$ cat src/hw/rtl/vtic_pkg.sv
// shared types and constants for the volume table insert block
// geometry constants, status codes, control word and flag structs
// no dependencies
package vtic_pkg;

  // disk geometry and table size
  localparam int SECTORS_PER_CYLINDER = 16;
  localparam int CYLINDERS            = 16;
  localparam int MAX_VOLUMES          = 8;
  localparam int CAPACITY             = SECTORS_PER_CYLINDER * CYLINDERS;

  // field widths
  localparam int CYL_W   = 4;
  localparam int SEC_W   = 4;
  localparam int CNT_W   = 8;
  localparam int SLOT_W  = 3;
  localparam int VOLS_W  = 4;
  localparam int ENTRY_W = CYL_W + SEC_W + CNT_W;
  // linear sector position, end of an extent may run past the disk
  localparam int POS_W   = $clog2(2 * CAPACITY);

  // program counter width
  localparam int PC_W = 3;
  typedef logic [PC_W-1:0] pc_t;

  // result status codes
  typedef enum logic [1:0] {
    ST_CREATED = 2'd0,
    ST_INVALID = 2'd1,
    ST_OVERLAP = 2'd2,
    ST_FULL    = 2'd3
  } status_t;

  // jump conditions, a true condition takes the jump
  typedef enum logic [2:0] {
    CC_NEVER,
    CC_ALWAYS,
    CC_NO_INPUT,
    CC_ARG_BAD,
    CC_FULL,
    CC_SCAN_DONE,
    CC_NO_OVERLAP,
    CC_OUT_BUSY
  } cond_t;

  // one microcode word
  typedef struct packed {
    logic    accept;      // offer in_tready, load request on transaction
    logic    clr_scan;    // clear scan index and slot
    logic    rd;          // read table at scan index
    logic    inc_idx;     // advance scan index
    logic    wr;          // append request at the next free slot
    logic    load_out;    // move result to the output register
    logic    set_status;  // load status register from status field
    status_t status;
    cond_t   cond;
    pc_t     target;
  } ctrl_t;

  // datapath flags seen by the sequencer
  typedef struct packed {
    logic in_valid;
    logic arg_bad;
    logic full;
    logic scan_done;
    logic overlap;
    logic out_busy;
  } flags_t;

endpackage

$ cat src/hw/rtl/vtic_seq.sv
// microcode sequencer: program counter, control store and jump logic
// depends on vtic_pkg
module vtic_seq (
  input  logic            clk,
  input  logic            rst_n,
  input  vtic_pkg::flags_t flags,
  output vtic_pkg::ctrl_t  ctrl
);

  // program step addresses
  localparam vtic_pkg::pc_t PC_FETCH  = 3'd0;
  localparam vtic_pkg::pc_t PC_ARGS   = 3'd1;
  localparam vtic_pkg::pc_t PC_ROOM   = 3'd2;
  localparam vtic_pkg::pc_t PC_READ   = 3'd3;
  localparam vtic_pkg::pc_t PC_CMP    = 3'd4;
  localparam vtic_pkg::pc_t PC_HIT    = 3'd5;
  localparam vtic_pkg::pc_t PC_INSERT = 3'd6;
  localparam vtic_pkg::pc_t PC_REPORT = 3'd7;

  vtic_pkg::pc_t pc_r;
  vtic_pkg::pc_t pc_nxt;
  logic          take;

  // control store
  function automatic vtic_pkg::ctrl_t rom(input vtic_pkg::pc_t pc);
    vtic_pkg::ctrl_t w;
    w = '0;
    w.status = vtic_pkg::ST_CREATED;
    w.cond   = vtic_pkg::CC_NEVER;
    w.target = PC_FETCH;
    unique case (pc)
      PC_FETCH: begin
        w.accept = 1'b1;
        w.cond   = vtic_pkg::CC_NO_INPUT;
        w.target = PC_FETCH;
      end
      PC_ARGS: begin
        w.clr_scan   = 1'b1;
        w.set_status = 1'b1;
        w.status     = vtic_pkg::ST_INVALID;
        w.cond       = vtic_pkg::CC_ARG_BAD;
        w.target     = PC_REPORT;
      end
      PC_ROOM: begin
        w.set_status = 1'b1;
        w.status     = vtic_pkg::ST_FULL;
        w.cond       = vtic_pkg::CC_FULL;
        w.target     = PC_REPORT;
      end
      PC_READ: begin
        w.rd         = 1'b1;
        w.set_status = 1'b1;
        w.status     = vtic_pkg::ST_OVERLAP;
        w.cond       = vtic_pkg::CC_SCAN_DONE;
        w.target     = PC_INSERT;
      end
      PC_CMP: begin
        w.inc_idx = 1'b1;
        w.cond    = vtic_pkg::CC_NO_OVERLAP;
        w.target  = PC_READ;
      end
      PC_HIT: begin
        w.cond   = vtic_pkg::CC_ALWAYS;
        w.target = PC_REPORT;
      end
      PC_INSERT: begin
        w.wr         = 1'b1;
        w.set_status = 1'b1;
        w.status     = vtic_pkg::ST_CREATED;
      end
      PC_REPORT: begin
        // fall-through wraps to the fetch step
        w.load_out = 1'b1;
        w.cond     = vtic_pkg::CC_OUT_BUSY;
        w.target   = PC_REPORT;
      end
      default: begin
        w.cond   = vtic_pkg::CC_ALWAYS;
        w.target = PC_FETCH;
      end
    endcase
    return w;
  endfunction

  assign ctrl = rom(pc_r);

  // condition select
  always_comb begin
    unique case (ctrl.cond)
      vtic_pkg::CC_NEVER:      take = 1'b0;
      vtic_pkg::CC_ALWAYS:     take = 1'b1;
      vtic_pkg::CC_NO_INPUT:   take = !flags.in_valid;
      vtic_pkg::CC_ARG_BAD:    take = flags.arg_bad;
      vtic_pkg::CC_FULL:       take = flags.full;
      vtic_pkg::CC_SCAN_DONE:  take = flags.scan_done;
      vtic_pkg::CC_NO_OVERLAP: take = !flags.overlap;
      vtic_pkg::CC_OUT_BUSY:   take = flags.out_busy;
      default:                 take = 1'b0;
    endcase
  end

  assign pc_nxt = take ? ctrl.target : pc_r + vtic_pkg::pc_t'(1);

  // program counter
  always_ff @(posedge clk) begin
    if (!rst_n) begin
      pc_r <= PC_FETCH;
    end else begin
      pc_r <= pc_nxt;
    end
  end

endmodule

$ cat src/hw/rtl/vtic_dp.sv
// datapath: request registers, volume table memory, extent compare, result register
// depends on vtic_pkg
module vtic_dp (
  input  logic                          clk,
  input  logic                          rst_n,
  input  vtic_pkg::ctrl_t               ctrl,
  output vtic_pkg::flags_t              flags,
  input  logic                          in_tvalid,
  output logic                          in_tready,
  input  logic [vtic_pkg::CYL_W-1:0]    first_cylinder,
  input  logic [vtic_pkg::SEC_W-1:0]    first_sector,
  input  logic [vtic_pkg::CNT_W-1:0]    sector_count,
  output logic                          out_tvalid,
  input  logic                          out_tready,
  output vtic_pkg::status_t             status,
  output logic [vtic_pkg::SLOT_W-1:0]   slot_index,
  output logic [vtic_pkg::VOLS_W-1:0]   volume_count
);

  localparam int POS_W = vtic_pkg::POS_W;

  // request registers
  logic [vtic_pkg::CYL_W-1:0]   req_cyl_r;
  logic [vtic_pkg::SEC_W-1:0]   req_sec_r;
  logic [vtic_pkg::CNT_W-1:0]   req_cnt_r;
  // table state
  logic [vtic_pkg::ENTRY_W-1:0] mem [vtic_pkg::MAX_VOLUMES];
  logic [vtic_pkg::ENTRY_W-1:0] rd_data_r;
  logic [vtic_pkg::VOLS_W-1:0]  vols_r;
  logic [vtic_pkg::VOLS_W-1:0]  idx_r;
  logic [vtic_pkg::SLOT_W-1:0]  slot_r;
  vtic_pkg::status_t            status_r;
  // result register
  logic                         out_valid_r;
  vtic_pkg::status_t            out_status_r;
  logic [vtic_pkg::SLOT_W-1:0]  out_slot_r;
  logic [vtic_pkg::VOLS_W-1:0]  out_vols_r;

  logic                         accept;
  logic                         out_busy;
  logic [vtic_pkg::CYL_W-1:0]   old_cyl;
  logic [vtic_pkg::SEC_W-1:0]   old_sec;
  logic [vtic_pkg::CNT_W-1:0]   old_cnt;
  logic [POS_W-1:0]             new_start;
  logic [POS_W-1:0]             new_end;
  logic [POS_W-1:0]             old_start;
  logic [POS_W-1:0]             old_end;

  assign in_tready = ctrl.accept;
  assign accept    = ctrl.accept && in_tvalid;
  assign out_busy  = out_valid_r && !out_tready;

  // extents as linear sector positions
  assign {old_cnt, old_sec, old_cyl} = rd_data_r;
  assign new_start = POS_W'(req_cyl_r) * POS_W'(vtic_pkg::SECTORS_PER_CYLINDER)
                   + POS_W'(req_sec_r);
  assign new_end   = new_start + POS_W'(req_cnt_r) - POS_W'(1);
  assign old_start = POS_W'(old_cyl) * POS_W'(vtic_pkg::SECTORS_PER_CYLINDER)
                   + POS_W'(old_sec);
  assign old_end   = old_start + POS_W'(old_cnt) - POS_W'(1);

  // flags for the sequencer
  always_comb begin
    flags.in_valid  = in_tvalid;
    flags.arg_bad   = (req_cyl_r == '0)
                   || (32'(req_cyl_r) >= 32'(vtic_pkg::CYLINDERS))
                   || (req_sec_r == '0)
                   || (32'(req_sec_r) >= 32'(vtic_pkg::SECTORS_PER_CYLINDER))
                   || (req_cnt_r == '0)
                   || (32'(req_cnt_r) >= 32'(vtic_pkg::CAPACITY));
    flags.full      = 32'(vols_r) >= 32'(vtic_pkg::MAX_VOLUMES);
    flags.scan_done = idx_r == vols_r;
    flags.overlap   = !(((new_start < old_start) && (new_end < old_start))
                     || (old_end < new_start));
    flags.out_busy  = out_busy;
  end

  // request capture
  always_ff @(posedge clk) begin
    if (accept) begin
      req_cyl_r <= first_cylinder;
      req_sec_r <= first_sector;
      req_cnt_r <= sector_count;
    end
  end

  // volume table memory
  always_ff @(posedge clk) begin
    if (ctrl.wr) begin
      mem[vols_r[vtic_pkg::SLOT_W-1:0]] <= {req_cnt_r, req_sec_r, req_cyl_r};
    end
    if (ctrl.rd) begin
      rd_data_r <= mem[idx_r[vtic_pkg::SLOT_W-1:0]];
    end
  end

  // scan index, slot, status and volume count
  always_ff @(posedge clk) begin
    if (!rst_n) begin
      vols_r   <= '0;
      idx_r    <= '0;
      slot_r   <= '0;
      status_r <= vtic_pkg::ST_CREATED;
    end else begin
      if (ctrl.clr_scan) begin
        idx_r  <= '0;
        slot_r <= '0;
      end else if (ctrl.inc_idx) begin
        idx_r <= idx_r + vtic_pkg::VOLS_W'(1);
      end
      if (ctrl.wr) begin
        slot_r <= vols_r[vtic_pkg::SLOT_W-1:0];
        vols_r <= vols_r + vtic_pkg::VOLS_W'(1);
      end
      if (ctrl.set_status) begin
        status_r <= ctrl.status;
      end
    end
  end

  // result register
  always_ff @(posedge clk) begin
    if (!rst_n) begin
      out_valid_r <= 1'b0;
    end else if (ctrl.load_out && !out_busy) begin
      out_valid_r <= 1'b1;
    end else if (out_tready) begin
      out_valid_r <= 1'b0;
    end
  end

  always_ff @(posedge clk) begin
    if (ctrl.load_out && !out_busy) begin
      out_status_r <= status_r;
      out_slot_r   <= slot_r;
      out_vols_r   <= vols_r;
    end
  end

  assign out_tvalid   = out_valid_r;
  assign status       = out_status_r;
  assign slot_index   = out_slot_r;
  assign volume_count = out_vols_r;

endmodule

$ cat src/hw/rtl/volume_table_insert_overlap_check.sv
// top level of the volume table insert block with overlap check
// instantiates vtic_seq and vtic_dp, uses vtic_pkg
//
//  channel  direction  payload (tdata, lowest bit first)
//  in_*     slave      first_cylinder[3:0] first_sector[7:4] sector_count[15:8]
//  out_*    master     status[1:0] slot_index[4:2] volume_count[8:5], zero pad[15:9]
//
// one request in flight; the fetch step takes it, the argument step reports bad
// arguments, the room step reports a full table, then the read step reads one table
// entry and the compare step checks it against the request, looping until an overlap
// goes to the report step or the end of the table leads to the insert step and report
// rst_n clears the volume count and the sequencer; table entries are not cleared
// a result still waiting in the output register holds the sequencer at its report
// step, and in_tready stays low until that earlier result leaves
module volume_table_insert_overlap_check (
  input  logic        clk,
  input  logic        rst_n,
  input  logic        in_tvalid,
  output logic        in_tready,
  input  logic [15:0] in_tdata,   // first_cylinder, first_sector, sector_count
  output logic        out_tvalid,
  input  logic        out_tready,
  output logic [15:0] out_tdata   // status, slot_index, volume_count, zero pad
);

  vtic_pkg::ctrl_t   ctrl;
  vtic_pkg::flags_t  flags;
  vtic_pkg::status_t out_status;
  logic [vtic_pkg::SLOT_W-1:0] out_slot;
  logic [vtic_pkg::VOLS_W-1:0] out_vols;

  // microcode sequencer
  vtic_seq u_seq (
    .clk   (clk),
    .rst_n (rst_n),
    .flags (flags),
    .ctrl  (ctrl)
  );

  // datapath and table
  vtic_dp u_dp (
    .clk            (clk),
    .rst_n          (rst_n),
    .ctrl           (ctrl),
    .flags          (flags),
    .in_tvalid      (in_tvalid),
    .in_tready      (in_tready),
    .first_cylinder (in_tdata[3:0]),
    .first_sector   (in_tdata[7:4]),
    .sector_count   (in_tdata[15:8]),
    .out_tvalid     (out_tvalid),
    .out_tready     (out_tready),
    .status         (out_status),
    .slot_index     (out_slot),
    .volume_count   (out_vols)
  );

  // result packing
  assign out_tdata = {7'b0, out_vols, out_slot, out_status};

endmodule

$ cat config.mk
export PLATFORM = sky130hd
export DESIGN_NAME = volume_table_insert_overlap_check
export DESIGN_NICKNAME = d
export VERILOG_FILES = /design/src/hw/rtl/vtic_pkg.sv /design/src/hw/rtl/vtic_seq.sv /design/src/hw/rtl/vtic_dp.sv /design/src/hw/rtl/volume_table_insert_overlap_check.sv
export SDC_FILE = /design/constraint.sdc
export NUM_CORES = 1
export LEC_CHECK = 0
export BUFFER_PORTS_ARGS = -buffer_cell sky130_fd_sc_hd__buf_2
export CELL_PAD_IN_SITES_DETAIL_PLACEMENT = 1
export CELL_PAD_IN_SITES_GLOBAL_PLACEMENT = 2
export CORE_MARGIN = 1.5
export CORE_UTILIZATION = 45
export CTS_CLUSTER_SIZE = 8
export DETAILED_ROUTE_END_ITERATION = 10
export PLACE_DENSITY = 0.81
export SLEW_MARGIN = 10
export SYNTH_ARGS = -nofsm -noshare
export SYNTH_HDL_FRONTEND = slang
export SYNTH_SLANG_ARGS = --single-unit
$ cat constraint.sdc
create_clock -name clk -period 4.4 [get_ports clk]
set_input_delay 0.44 -clock clk [delete_from_list [all_inputs] [get_ports clk]]
set_output_delay 0.44 -clock clk [all_outputs]
set_load 0.01 [all_outputs]
==> results by group <==
Outcome
  – Status: completed

Drt
  – Via density per instance: between 5 and 6
  – DRC: 0
  – First drt pass iteration count: 4
  – DR vias: 4727
  – Final wirelength: approximately 19000 µm
  – Initial drt markers: between 300 and 400
  – Antenna Nets Post-Route: 0
  – Routed wire per std cell: roughly 22 µm

Clock tree
  – H-tree depth: 4
  – Skew-Pair Late Insertion Delay: 0.44 ns
  – CTS resizes: 0
  – Hold Buf Count CTS: 0
  – Post-CTS Setup Bufs: 0
  – Clock slew at reported path FFs: approximately 0.07 ns
  – Clock sink count: roughly 190
  – Root buffer cell: clkbuf_16
  – Total CTS buffers: 17
  – Max clock buf depth: 2
  – TritonCTS clock tree: done

Place
  – Post-Place Worst Slack: ~0.33 ns
  – GP Congestion: between 0.7 and 0.8
  – Post-detail-place hpwl: around 13000 µm
  – Port Buf Inserts: 30

Synth
  – Synth top cells by count: edfxtp_1 (169), inv_1 (72), ha_1 (60), mux4_2 (32), nand2_1 (22)
  – Cells after Synth: about 570
  – Flip-flop and latch count after synthesis: 186
  – Synth top area cells: edfxtp_1 (59%), ha_1 (8.7%), mux4_2 (8.4%)
  – Avg Inst Size Synth: about 15 µm²
  – Count of cell types in the netlist: 50
  – Netlist Area Pre-Place: approximately 8600 µm²
  – Post-synth EDFFs: 169
  – Share of the synthesized area in the top cell type: about 59%
  – FFs w/ async S/R, synth: 0%
  – Yosys top cell by area: edfxtp_1
  – Warnings from Yosys: 0
  – Sequential share of the synthesized area: between 60% and 70%
  – Primary FF master, synth: edfxtp_1
  – Most frequent cell after synthesis: edfxtp_1

Cells and area
  – Multi-input gate area: roughly 2800 µm²
  – Layout cell share with drive strength beyond 1: between 20% and 30%
  – FILL cells: roughly 1800
  – Layout net count: 694
  – Area grow syn2layout: 12.3%
  – Final Util: 51.6%
  – N_diodes: 0
  – Register area: 5420 µm²

Die
  – CORE AREA: 18700 µm²
  – Die Footprint: 19900 µm²
  – Die Y: 141 µm
  – Initial Utilization: a little under half
  – Io pins: 38
  – Die Wd: 141 µm
  – Row count: 50

Critical path
  – Worst EP arrival: ~4.4 ns
  – Worst setup SP type: register
  – Reg2Reg Depth: 17
  – Critical Path Sink Type: register
  – Worst Path Required: between 4 and 5 ns
  – Crit path kind: reg -> reg
  – Worst-path fanout max: 11

STA
  – PnR worst setup slack: around 0.34 ns
  – Setup TNS: 0 ns
  – Fmax: around 250 MHz
  – Worst Tran Pin Value: ~1.2 ns
  – Final Skew: about 0.012 ns
  – Final setup viols: 0
  – Hold violation total from the final report: 0
  – Final hold slack: roughly 0.17 ns
  – Fin. max-slew vios: 0
  – Worst slew margin relative to its limit: ~22%
  – RSZ-0062 raised after global routing: no
  – Post-layout min period: between 4 and 5 ns
  – Final Cycle Share: between 90% and 100%

Global route
  – Total global routing overflow: 0
  – Initial antenna violation count: 0
  – Largest net degree at the start of global routing: 37
  – First-pass GRT wire length: roughly 29000 µm
  – Vias in the first global route: 5065
  – GRT Total Usage: about a fifth

Hold path
  – Hold crit path type: in -> reg
  – Hold path cells: 1

Job
  – Max Cap Viol: 0

Pwr
  – Leak Pwr: roughly 3.6 nW
  – Pwr/cell area: roughly 530 nW/µm²
  – Maximum VDD drop: between 0.2 and 0.3 mV
[registers in the layout, indices dropped and copies added (netlist names)]
register,flops
u_dp.req_cnt_r,8
u_dp.req_cyl_r,4
u_dp.idx_r,4
u_dp.slot_index,3
u_dp.status_r,2
u_dp.status,2
u_dp.slot_r,3
u_seq.pc_r,3
u_dp.out_tvalid,1
u_dp.mem,128
u_dp.volume_count,4
u_dp.vols_r,4
u_dp.rd_data_r,16
u_dp.req_sec_r,4
[per-layer routing]
metal  part of all wire (%)  vias to the layer above  GRT usage, %  wire length [µm]
li1                       -                     2205             -                 -
met1                     46                     2424          27.5              8730
met2                     49                       83          32.8              9180
met3                    3.5                       15          4.01               667
met4                    1.4                        0          6.52               255
met5                      0                        -             0                 0
[cell type report]
| type | instances | area share, % |
|---|---|---|
| clock buffers | 17 | 4.41 |
| repair buffers | 42 | 2.49 |
| flip-flops and latches | 186 | 56.1 |
| multi-input cells | 293 | 29.4 |
| clock inverters | 15 | 1.75 |
| well taps | 234 | 3.03 |
| inverters | 72 | 2.80 |
[placed cells by master (no fill, tap or decap), types with 3 or more instances in the layout]
cell type / count
conb_1: 7
edfxtp_1: 169
xor2_1: 9
mux4_2: 32
o21a_1: 4
buf_2: 30
clkinv_4: 3
inv_6: 3
dfxtp_1: 16
nor3_1: 7
mux2i_1: 4
o211ai_1: 4
nand4_1: 3
inv_1: 72
nand2b_1: 4
mux2_2: 16
a31oi_1: 3
a21oi_1: 21
clkbuf_16: 17
a211oi_1: 8
nor2b_1: 6
a21o_1: 9
ha_1: 60
buf_4: 12
nor4_1: 5
nand2_1: 22
xnor2_1: 7
o21ai_0: 10
nor2_1: 20
clkinv_1: 3
[critical path, cell delays in order, from the launching register on]
cell and delay, ns:
edfxtp_1 0.53, inv_1 0.13, ha_1 0.30, inv_1 0.04, ha_1 0.21, fa_1 0.41
a21o_1 0.17, a21oi_1 0.23, o21bai_1 0.10, a21oi_1 0.18, xnor2_1 0.14, ha_1 0.27
o2111ai_1 0.09, a21oi_1 0.06, or4_1 0.48, nor4_2 0.30, nor3_2 0.12, mux2i_1 0.15
[final timing paths]
path                                        to  slack, ns                        start
setup reg to reg      u_seq.pc_r[1]$_SDFF_PN0_       0.34  u_dp.req_sec_r[1]$_DFFE_PP_
setup / recovery      u_seq.pc_r[1]$_SDFF_PN0_       0.34  u_dp.req_sec_r[1]$_DFFE_PP_
hold / removal     u_dp.req_sec_r[2]$_DFFE_PP_       0.17                  in_tdata[6]
hold reg to reg   u_dp.slot_index[2]$_DFFE_PP_       0.43  u_dp.slot_r[2]$_SDFFE_PN0P_
[metrics by stage]
stage / std cells / instance area [µm²] / total power [mW]
after global routing: 859 / 9650 / 5.36
after floorplan: 575 / 8620 / 3.23
after global placement: 827 / 9060 / 3.55
final: 859 / 9650 / 5.10
after CTS: 859 / 9650 / 5.14
after detailed placement: 827 / 9060 / 3.61
[kinds of logic after synthesis]
logic type                 Yosys count  share of synthesized area, %
adders and majority gates           62                          9.20
xor gates and xnor gates            16                          1.63
AOI/OAI and AO/OA                   75                          5.75
buffers and inverters               96                          4.70
and+or+nand+nor                     81                          4.74
other                                1                        0.0436
muxes                               52                          10.9
DFF                                186                          63.0
[power by group]
part           switching (mW)  internal [mW]
combinational           0.751          0.588
clock                   0.674          0.846
sequential              0.136           2.10
Power figures use the tool's default switching activity.
